### config.mk
export PLATFORM = sky130hd
export DESIGN_NAME = entropy_seeded_lcg_generator_core
export DESIGN_NICKNAME = d
export VERILOG_FILES = /design/src/sv/eslcg_pkg.sv /design/src/sv/eslcg_pool.sv /design/src/sv/eslcg_md4_unit.sv /design/src/sv/entropy_seeded_lcg_generator_core.sv
export SDC_FILE = /design/constraint.sdc
export NUM_CORES = 2
export LEC_CHECK = 0
export ABC_AREA = 0
export BUFFER_PORTS_ARGS = -buffer_cell sky130_fd_sc_hd__buf_2
export CAP_MARGIN = 20
export CORE_ASPECT_RATIO = 2
export CORE_UTILIZATION = 40
export CTS_CLUSTER_SIZE = 14
export DETAILED_ROUTE_END_ITERATION = 12
export PLACE_DENSITY_LB_ADDON = 0.08
export RECOVER_POWER = 100
export SYNTH_ARGS = -nofsm -noshare
export SYNTH_HDL_FRONTEND = slang
export SYNTH_HIERARCHICAL = 1
export SYNTH_SLANG_ARGS = --single-unit
### constraint.sdc
create_clock -name clk -period 7.7 [get_ports clk]
set_input_delay 0.385 -clock clk [delete_from_list [all_inputs] [get_ports clk]]
set_output_delay 0.385 -clock clk [all_outputs]
set_load 0.02 [all_outputs]
### src/sv/eslcg_pkg.sv
`timescale 1ns / 1ps
// ----------------------------------------------------------------------------
// Entropy-seeded LCG generator package
// Shared types, constants and MD4 step tables for the generator blocks.
// ----------------------------------------------------------------------------
package eslcg_pkg;

  localparam int POOL_WORDS = 16;
  localparam int POOL_BYTES = 64;

  typedef logic [1:0]  op_t;
  typedef logic [5:0]  step_t;
  typedef logic [3:0]  word_idx_t;
  typedef logic [5:0]  byte_idx_t;
  typedef logic [31:0] word_t;

  localparam op_t OP_ADD_ENTROPY = 2'd0;
  localparam op_t OP_RESEED      = 2'd1;
  localparam op_t OP_NEXT        = 2'd2;

  localparam word_t MD4_INIT_A = 32'h6745_2301;
  localparam word_t MD4_INIT_B = 32'hefcd_ab89;
  localparam word_t MD4_INIT_C = 32'h98ba_dcfe;
  localparam word_t MD4_INIT_D = 32'h1032_5476;
  localparam word_t MD4_K2     = 32'h5a82_7999;
  localparam word_t MD4_K3     = 32'h6ed9_eba1;
  localparam word_t LCG_MUL    = 32'd1664525;
  localparam word_t LCG_ADD    = 32'd1013904223;

  localparam step_t LAST_STEP = 6'd47;

  typedef enum logic [1:0] {
    ST_IDLE,
    ST_HASH,
    ST_FINISH
  } state_t;

  typedef struct packed {
    logic  load;
    logic  advance;
    step_t step;
  } md4_ctrl_t;

  function automatic word_idx_t msg_index(input step_t s);
    word_idx_t j;
    word_idx_t k;
    j = s[3:0];
    case (s[5:4])
      2'd0: k = j;
      2'd1: k = {j[1:0], j[3:2]};
      2'd2: k = {j[0], j[1], j[2], j[3]};
      default: k = j;
    endcase
    return k;
  endfunction

  function automatic logic [4:0] shift_amt(input step_t s);
    logic [4:0] r;
    case ({s[5:4], s[1:0]})
      4'b00_00: r = 5'd3;
      4'b00_01: r = 5'd7;
      4'b00_10: r = 5'd11;
      4'b00_11: r = 5'd19;
      4'b01_00: r = 5'd3;
      4'b01_01: r = 5'd5;
      4'b01_10: r = 5'd9;
      4'b01_11: r = 5'd13;
      4'b10_00: r = 5'd3;
      4'b10_01: r = 5'd9;
      4'b10_10: r = 5'd11;
      4'b10_11: r = 5'd15;
      default: r = 5'd0;
    endcase
    return r;
  endfunction

  function automatic word_t round_const(input logic [1:0] rnd);
    word_t k;
    case (rnd)
      2'd1: k = MD4_K2;
      2'd2: k = MD4_K3;
      default: k = '0;
    endcase
    return k;
  endfunction

  function automatic word_t round_func(input logic [1:0] rnd, input word_t b,
                                       input word_t c, input word_t d);
    word_t f;
    case (rnd)
      2'd0: f = d ^ (b & (c ^ d));
      2'd1: f = (b & c) | (b & d) | (c & d);
      2'd2: f = b ^ c ^ d;
      default: f = '0;
    endcase
    return f;
  endfunction

  function automatic word_t rotl32(input word_t x, input logic [4:0] s);
    logic [63:0] dbl;
    dbl = {x, x} << s;
    return dbl[63:32];
  endfunction

endpackage

### src/sv/eslcg_pool.sv
`timescale 1ns / 1ps
// ----------------------------------------------------------------------------
// Entropy pool
// Sixteen little-endian 32-bit words written one byte a beat at a wrapping
// index, with one word read port for the hash sequencer.
// ----------------------------------------------------------------------------
module eslcg_pool
  import eslcg_pkg::*;
(
  input  logic      clk,
  input  logic      rst_n,
  input  logic      wr_en,
  input  logic [7:0] wr_byte,
  input  word_idx_t rd_idx,
  output word_t     rd_word
);

  word_t     pool_r   [POOL_WORDS];
  word_t     pool_nxt [POOL_WORDS];
  byte_idx_t wr_idx_r;
  byte_idx_t wr_idx_nxt;

  always_comb begin
    pool_nxt   = pool_r;
    wr_idx_nxt = wr_idx_r;
    if (wr_en) begin
      pool_nxt[wr_idx_r[5:2]][{wr_idx_r[1:0], 3'b000} +: 8] = wr_byte;
      wr_idx_nxt = wr_idx_r + 6'd1;
    end
  end

  always_ff @(posedge clk) begin
    if (!rst_n) begin
      for (int i = 0; i < POOL_WORDS; i++) begin
        pool_r[i] <= '0;
      end
      wr_idx_r <= '0;
    end else begin
      pool_r   <= pool_nxt;
      wr_idx_r <= wr_idx_nxt;
    end
  end

  assign rd_word = pool_r[rd_idx];

endmodule

### src/sv/eslcg_md4_unit.sv
`timescale 1ns / 1ps
// ----------------------------------------------------------------------------
// MD4 step unit
// Holds the rotating digest words and performs one MD4 step per cycle.
// The message word plus round constant for the next step is fetched ahead.
// ----------------------------------------------------------------------------
module eslcg_md4_unit
  import eslcg_pkg::*;
(
  input  logic      clk,
  input  md4_ctrl_t ctrl,
  input  word_t     pool_word,
  output word_idx_t rd_idx,
  output word_t     hash_a
);

  word_t a_r, b_r, c_r, d_r, wk_r;
  word_t a_nxt, b_nxt, c_nxt, d_nxt, wk_nxt;
  step_t next_step;
  word_t sum;
  word_t a_new;

  assign next_step = ctrl.load ? '0 : ctrl.step + 6'd1;
  assign rd_idx    = msg_index(next_step);

  assign sum   = a_r + round_func(ctrl.step[5:4], b_r, c_r, d_r) + wk_r;
  assign a_new = rotl32(sum, shift_amt(ctrl.step));

  always_comb begin
    a_nxt  = a_r;
    b_nxt  = b_r;
    c_nxt  = c_r;
    d_nxt  = d_r;
    wk_nxt = wk_r;
    if (ctrl.load) begin
      a_nxt  = MD4_INIT_A;
      b_nxt  = MD4_INIT_B;
      c_nxt  = MD4_INIT_C;
      d_nxt  = MD4_INIT_D;
      wk_nxt = pool_word + round_const(next_step[5:4]);
    end else if (ctrl.advance) begin
      a_nxt  = d_r;
      b_nxt  = a_new;
      c_nxt  = b_r;
      d_nxt  = c_r;
      wk_nxt = pool_word + round_const(next_step[5:4]);
    end
  end

  always_ff @(posedge clk) begin
    a_r  <= a_nxt;
    b_r  <= b_nxt;
    c_r  <= c_nxt;
    d_r  <= d_nxt;
    wk_r <= wk_nxt;
  end

  assign hash_a = a_r;

endmodule

### src/sv/entropy_seeded_lcg_generator_core.sv
`timescale 1ns / 1ps
// ----------------------------------------------------------------------------
// Entropy-seeded LCG generator core
// Pseudo-random source with a 64-byte entropy pool and an MD4-based reseed.
// An entropy byte (op 0) or a draw (op 2) is taken at once, so such beats can
// arrive back to back; a draw result appears the cycle after it is taken.
// A reseed (op 1) occupies the block for a fetch step, the 48 MD4 steps run
// one per cycle through the single step unit, and the final add. The input
// is not ready while a reseed runs or while a result waits that the output
// side is not taking.
// ----------------------------------------------------------------------------
module entropy_seeded_lcg_generator_core
  import eslcg_pkg::*;
(
  input  logic       clk,
  input  logic       rst_n,
  input  logic       in_valid,
  output logic       in_ready,
  input  logic [1:0] in_op,
  input  logic [7:0] in_entropy_byte,
  output logic       out_valid,
  input  logic       out_ready,
  output logic [31:0] out_random_value
);

  state_t    state_r, state_nxt;
  step_t     step_r, step_nxt;
  word_t     seed_r, seed_nxt;
  logic      out_valid_r, out_valid_nxt;
  logic      accept;
  logic      pool_wr;
  md4_ctrl_t md4_ctrl;
  word_idx_t rd_idx;
  word_t     pool_word;
  word_t     hash_a;
  word_t     lcg_val;

  eslcg_pool u_pool (
    .clk     (clk),
    .rst_n   (rst_n),
    .wr_en   (pool_wr),
    .wr_byte (in_entropy_byte),
    .rd_idx  (rd_idx),
    .rd_word (pool_word)
  );

  eslcg_md4_unit u_md4 (
    .clk       (clk),
    .ctrl      (md4_ctrl),
    .pool_word (pool_word),
    .rd_idx    (rd_idx),
    .hash_a    (hash_a)
  );

  assign in_ready = (state_r == ST_IDLE) && (!out_valid_r || out_ready);
  assign accept   = in_valid && in_ready;
  assign lcg_val  = seed_r * LCG_MUL + LCG_ADD;

  always_comb begin
    state_nxt        = state_r;
    step_nxt         = step_r;
    seed_nxt         = seed_r;
    out_valid_nxt    = out_valid_r && !out_ready;
    pool_wr          = 1'b0;
    md4_ctrl.load    = 1'b0;
    md4_ctrl.advance = 1'b0;
    md4_ctrl.step    = step_r;
    case (state_r)
      ST_IDLE: begin
        if (accept) begin
          case (in_op)
            OP_ADD_ENTROPY: begin
              pool_wr = 1'b1;
            end
            OP_RESEED: begin
              md4_ctrl.load = 1'b1;
              step_nxt      = '0;
              state_nxt     = ST_HASH;
            end
            OP_NEXT: begin
              seed_nxt      = lcg_val;
              out_valid_nxt = 1'b1;
            end
            default: begin
            end
          endcase
        end
      end
      ST_HASH: begin
        md4_ctrl.advance = 1'b1;
        if (step_r == LAST_STEP) begin
          state_nxt = ST_FINISH;
        end else begin
          step_nxt = step_r + 6'd1;
        end
      end
      ST_FINISH: begin
        seed_nxt      = hash_a + MD4_INIT_A;
        out_valid_nxt = 1'b1;
        state_nxt     = ST_IDLE;
      end
      default: begin
        state_nxt = ST_IDLE;
      end
    endcase
  end

  always_ff @(posedge clk) begin
    if (!rst_n) begin
      state_r     <= ST_IDLE;
      step_r      <= '0;
      seed_r      <= '0;
      out_valid_r <= 1'b0;
    end else begin
      state_r     <= state_nxt;
      step_r      <= step_nxt;
      seed_r      <= seed_nxt;
      out_valid_r <= out_valid_nxt;
    end
  end

  assign out_valid        = out_valid_r;
  assign out_random_value = seed_r;

`ifndef SYNTHESIS
  a_hash_no_pending: assert property (@(posedge clk) disable iff (!rst_n)
    (state_r == ST_HASH) |-> !out_valid_r)
    else $error("result pending while reseed runs");

  a_reseed_start: assert property (@(posedge clk) disable iff (!rst_n)
    (accept && in_op == OP_RESEED) |=> (state_r == ST_HASH && step_r == '0))
    else $error("reseed did not start at step zero");

  a_hash_end: assert property (@(posedge clk) disable iff (!rst_n)
    (state_r == ST_HASH && step_r == LAST_STEP) |=> (state_r == ST_FINISH))
    else $error("reseed did not finish after the last step");

  a_finish_result: assert property (@(posedge clk) disable iff (!rst_n)
    (state_r == ST_FINISH) |=> (out_valid_r && state_r == ST_IDLE))
    else $error("reseed result not presented");
`endif

endmodule
# Word level (Yosys, flattened, before mapping)
# Memory sizes are Yosys's and may differ from the RTL's. A register that Yosys moved wholly into a read port is not among the register bits.
# Index checks and enable logic that the tools add are counted.
[classes]
eq_ne = 14
n_mul = 1
n_reduce_logical = 16
n_mux = 38
magnitude_cmp = 3
shift = 3
addsub = 9
bitwise = 12
[ops]
columns = ["operator", "count"]
rows = [
  ["$bwmux W512", 1],
  ["$mux W32", 10],
  ["$add A32 B32 Y32", 4],
  ["$and A32 B32 Y32", 4],
  ["$bmux W32 S4", 1],
  ["$demux W32 S4", 1],
  ["$xor A32 B32 Y32", 4],
  ["$pmux W32 S3", 1],
  ["$or A32 B32 Y32", 2],
  ["$pmux W32 S2", 1],
  ["$shl A64 B5 Y64", 1],
  ["$pmux W31 S2", 1],
  ["$add A32 B30 Y32 const B", 1],
  ["$add A32 B31 Y32 const B", 1],
  ["$mul A32 B21 Y32 const B", 1],
  ["$shift A8 B7 Y32 const A", 1],
  ["$shiftx A8 B7 Y32", 1],
  ["$mux W6", 4],
  ["$add A6 B1 Y6 const B", 2],
  ["$pmux W6 S2", 1],
  ["$ge A5 B5 Y1 const B", 2],
  ["$not A4 Y5", 2],
  ["$mux W1", 9],
  ["$eq A2 B1 Y1 const B", 4],
  ["18 further kinds", 36],
]
[totals]
reg_bits = 719
mem_count = 1
in_bits = 14
rom_bits = 80
wordCells = 123
output_inout_bits = 34
[mem_list]
columns = ["name", "depth", "width", "read_ports", "rd_ports_with_merged_regs", "write_ports", "line", "source"]
rows = [
  ["(name not given)", 16, 5, 1, 1, 0, "eslcg_pkg.sv:59", "case ({s[5:4], s[1:0]})"],
]

# Depth between registers and ports, before layout
[depth]
depth_word = 16
depth_mapped = 29
depth_no_buf = 24

# Hierarchy
# Netlist, hierarchy kept.
[modules_own_cells]
columns = ["module", "instances", "seq_area_each_um2", "area_per_inst_um2", "cells_per_inst"]
rows = [
  ["eslcg_pool", 1, 10369.9, 26158.8, 2793],
  ["eslcg_md4_unit", 1, 3523.4, 13653.1, 1595],
  ["entropy_seeded_lcg_generator_core", 1, 820.8, 9474.1, 1073],
]

# Worst setup path before layout
# Ideal clock, no wire load.
[synth_timing]
path_kind = "register to register"
from = "register seed_r[1] (netlist: out_random_value[1])"
to = "register seed_r[31] (netlist: out_random_value[31])"
n_path_buf = 1
setup_time_ps = 120
synth_period_minus_slack_ps = 6467
stages_incl_launch_ff = 24
slack_ps = 1233
required_ps = 7580
arrival_time_ps = 6347
cell_sequence = "dfxtp_1 inv_1 ha_1 xnor2_1 ha_1 fa_1 inv_1 fa_1 inv_1 fa_1 fa_1 inv_1 fa_1 inv_1 ha_1 clkbuf_1 a21oi_1 a21oi_1 o31a_1 a2111o_1 o21ai_1 a21oi_1 nor3b_1 o31a_1"
[synth_between]
elab_chain_len = 5
[synth_rtl]
columns = ["element", "line", "source"]
rows = [
  ["start: declaration", "entropy_seeded_lcg_generator_core.sv:28", "word_t seed_r, seed_nxt;"],
  ["start signal: assignment", "entropy_seeded_lcg_generator_core.sv:117", "seed_r <= seed_nxt;"],
  ["$mul A32 B21 Y32", "entropy_seeded_lcg_generator_core.sv:57", "assign lcg_val = seed_r * LCG_MUL + LCG_ADD;"],
  ["$add A32 B30 Y32", "entropy_seeded_lcg_generator_core.sv:57", ""],
  ["$mux W32", "entropy_seeded_lcg_generator_core.sv:71", "case (in_op)"],
  ["$mux W32", "entropy_seeded_lcg_generator_core.sv:70", "if (accept) begin"],
  ["$pmux W32 S2", "entropy_seeded_lcg_generator_core.sv:68", "case (state_r)"],
]
# Every way passes these cells. The select of a mux whose other input is x is not followed.
# A chain may end at the register's enable or synchronous reset.

==> flow_metrics.env <==
export IMPL_ys_seq_area_share_pct=29.9
export IMPL_skew_ps=30.3
export IMPL_post_cts_setup_buffer_count=0
export IMPL_holdPathStages=3
export IMPL_worstRegToRegCells=22
export IMPL_floorplan_die_area_um2=125000
export IMPL_synth_fp_nets=5937
export IMPL_grt_use_met3_pct=3.56
export IMPL_fp_dieH_um=498
export IMPL_drt_total_wl_um=190000
export IMPL_final_min_clock_period_ps=7060
export IMPL_track_usage_pct=30.0
export IMPL_yosysTopAreaCell="dfxtp_1"
export IMPL_grt_pass1_vias=43300
export IMPL_ys_warn_count=6
export IMPL_dpl_cell_count=6633
export IMPL_root_buffer="clkbuf_16"
export IMPL_power_static_leakage_uw=0.0193
export IMPL_hp_class="in2reg"
export IMPL_cts_hold_buf=0
export IMPL_critPathCaptureType="flop"
export IMPL_cts_tree="yes"
export IMPL_final_hold_viol_count=0
export IMPL_met2_usage_pct=58.0
export IMPL_synth_top_flop_cell="dfxtp_1"
export IMPL_top_usage_layer="met2"
export IMPL_cpMaxStageDelayCell="a31oi_1"
export IMPL_holdCritStartpoint="out_ready"
export IMPL_violations="max-capacitance violations, max-slew violations"
export IMPL_grt_antenna_before_repair=2
export IMPL_holdPathEnd="out_valid$_SDFF_PN0_"
export IMPL_use_met1_pct=28.3
export IMPL_synth_area_um2=49300
export IMPL_numCtsBuffers=74
export IMPL_rsz0062_at_grt="no"
export IMPL_setup_viol=0
export IMPL_viasPerCell=6.28
export IMPL_core_rowCount=181
export IMPL_cp_cell_sequence="nor2b_1 > nor3_1 > nand2_1 > nor3b_2 > nor2_1 > ha_1 > o21ai_4 > clkbuf_1 > mux4_2 > a22oi_1 > nand2_1 > ha_1 > a41oi_1 > o21bai_1 > a21oi_1 > o211ai_1 > a31oi_1 > o21ai_0 > a211o_1 > a31o_2 > a21oi_1 > xnor2_1"
export IMPL_final_cell_count_no_fill=6764
export IMPL_worst_pin_slew_ps=4600
export IMPL_path_clk_slew_ps=60
export IMPL_io_pins=48
export IMPL_status="finished, violations left"
export IMPL_critical_path_top_delay_family="compound AO/OA/AOI/OAI gates"
export IMPL_vdd_ir_drop_max_mv=0.374
export IMPL_maxSlewViolCount=896
export IMPL_ys_ff_latch=719
export IMPL_path_buf_inv=1
export IMPL_powerDensity_nw_per_um2=454
export IMPL_cts_buffer_depth=3
export IMPL_synth_most_common_cell="dfxtp_1"
export IMPL_htreeDepth=3
export IMPL_ant_nets=0
export IMPL_grt_pass1_wl_um=282000
export IMPL_portBuffers=47
export IMPL_critical_path_class="reg2reg"
export IMPL_clock_sinks=719
export IMPL_crit_arrival_ps=7480
export IMPL_layout_drive_gt1_share_pct=8.79
export IMPL_rrSetupSlack_ps=640
export IMPL_initial_core_util_pct=40.5
export IMPL_synthArstFlopShare_pct=0
export IMPL_synth_edf_count=32
export IMPL_dr_pass1_iters=6
export IMPL_wl_per_cell_um=28.0
export IMPL_vias=42500
export IMPL_timing_rr_end="u_md4/wk_r[31]$_DFFE_PP_"
export IMPL_synth_cell_types=108
export IMPL_die_x_um=250
export IMPL_dp_hpwl_um=129000
export IMPL_start_kind="flop"
export IMPL_area_growth_pct=6.53
export IMPL_synth_cells_most_frequent="dfxtp_1, a21boi_1, o21ai_0"
export IMPL_yosysTopAreaCellShare_pct=27.9
export IMPL_finalSetupTns_ps=0
export IMPL_crit_required_ps=8120
export IMPL_synth_area_per_cell_um2=9.03
export IMPL_gp_congestion=0.974
export IMPL_r2r_start="out_valid$_SDFF_PN0_"
export IMPL_core_area_um2=122000
export IMPL_grt_start_max_net_pins=266
export IMPL_postCtsResizedCells=0
export IMPL_critical_path_max_stage_delay_ps=570
export IMPL_synthCells=5461
export IMPL_drv_cap=22
export IMPL_nNetsFinal=5630
export IMPL_cp_max_fo=9
export IMPL_drc=0
export IMPL_ys_top_cells_by_area="dfxtp_1, a21boi_1, ha_1"
export IMPL_fmax_mhz=142
export IMPL_finalCritPeriodShare_pct=91.7
export IMPL_clkLatencyLatePin_ps=680
export IMPL_drt_iter0_markers=2785
export IMPL_relSlewSlack_pct=-207
export IMPL_grt_overflow=0
routing by layer:
metal,routed length [um],share of wire (%)
met4,16200,8.6
met2,104000,55
met3,7130,3.8
met5,10,0.0053
met1,62100,33
power breakdown:
group	total, uW	switching [uW]	internal (uW)
sequential	4630	591	4040
combinational	15400	9850	5510
clock	3820	1670	2160
cell families (layout without fill, tap and decap cells):
kind of cell | Yosys count | in the layout | share of synthesized area, %
AOI/OAI and AO/OA | 1715 | 1715 | 22.9
and+or+nand+nor | 1270 | 1270 | 14.0
buffers and inverters | 876 | 623 | 7.58
DFF | 719 | 719 | 29.9
adders and majority gates | 462 | 462 | 14.3
muxes | 258 | 258 | 8.50
xor gates and xnor gates | 161 | 161 | 2.86
other | 0 | 1 | 0
layout by cell type, fill, tap and decap left out, types with 73 or more instances in the layout:
cell	instances
inv_1	322
buf_4	87
nand3_1	108
o21ai_0	546
fa_1	169
nand2_1	295
mux2i_1	124
mux4_2	128
nor2_1	171
dfxtp_1	686
a21boi_1	171
ha_1	292
clkbuf_16	77
a22oi_1	74
nand4_1	450
a21boi_0	348
a21oi_1	123
clkbuf_1	73
xnor2_1	112
layout make-up:
class                      count  area (um2)
clock inverter                21         274
fill                       12200       69300
tap                         1555        1950
sequential                   719       14700
inverter                     324        1220
antenna                        1        2.50
timing repair buffer         169        1140
multi-input combinational   3866       31000
clock buffer                 109        2200
registers in the layout, indices dropped and copies added (netlist names):
name and flops:
out_valid 1, state_r 2, out_random_value 32, step_r 6, u_pool/pool_r 512, u_md4/c_r 32
u_md4/wk_r 32, u_md4/d_r 32, u_md4/hash_a 32, u_pool/wr_idx_r 6, u_md4/b_r 32
worst max path at each step:
stage,from,to,slack [ps],depth (start not counted)
after detailed placement,out_ready,u_md4/wk_r[31]$_DFFE_PP_,740,23
after floorplan,out_random_value[1]$_SDFFE_PN0P_,out_random_value[31]$_SDFFE_PN0P_,1230,23
after global routing,step_r[5]$_SDFFE_PN0P_,u_md4/b_r[16]$_SDFFE_PP1P_,280,17
after global placement,out_ready,u_md4/wk_r[31]$_DFFE_PP_,810,23
final,out_valid$_SDFF_PN0_,u_md4/wk_r[31]$_DFFE_PP_,640,22
after CTS,out_valid$_SDFF_PN0_,u_md4/wk_r[31]$_DFFE_PP_,810,22
through the flow:
step           total power [uW]  hold slack [ps]  area, um2  utilization, %  worst slack [ps]
4_1_cts                   23800             85.9      52800            43.3               814
3_5_place_dp              19800              463      50300            41.3               742
6_report                  23800              127      52500            43.1               637
3_3_place_gp              19800              457      50300            41.3               807
5_1_grt                   25400              111      52500            43.1               279
2_1_floorplan             14900              449      49300               -              1230
worst min-delay path: cells and delay by family:
kind	cells	cell delay, ps
compound gates	1	180
buf+inv	1	90
simple gates	1	70
Power figures use the tool's default switching activity.
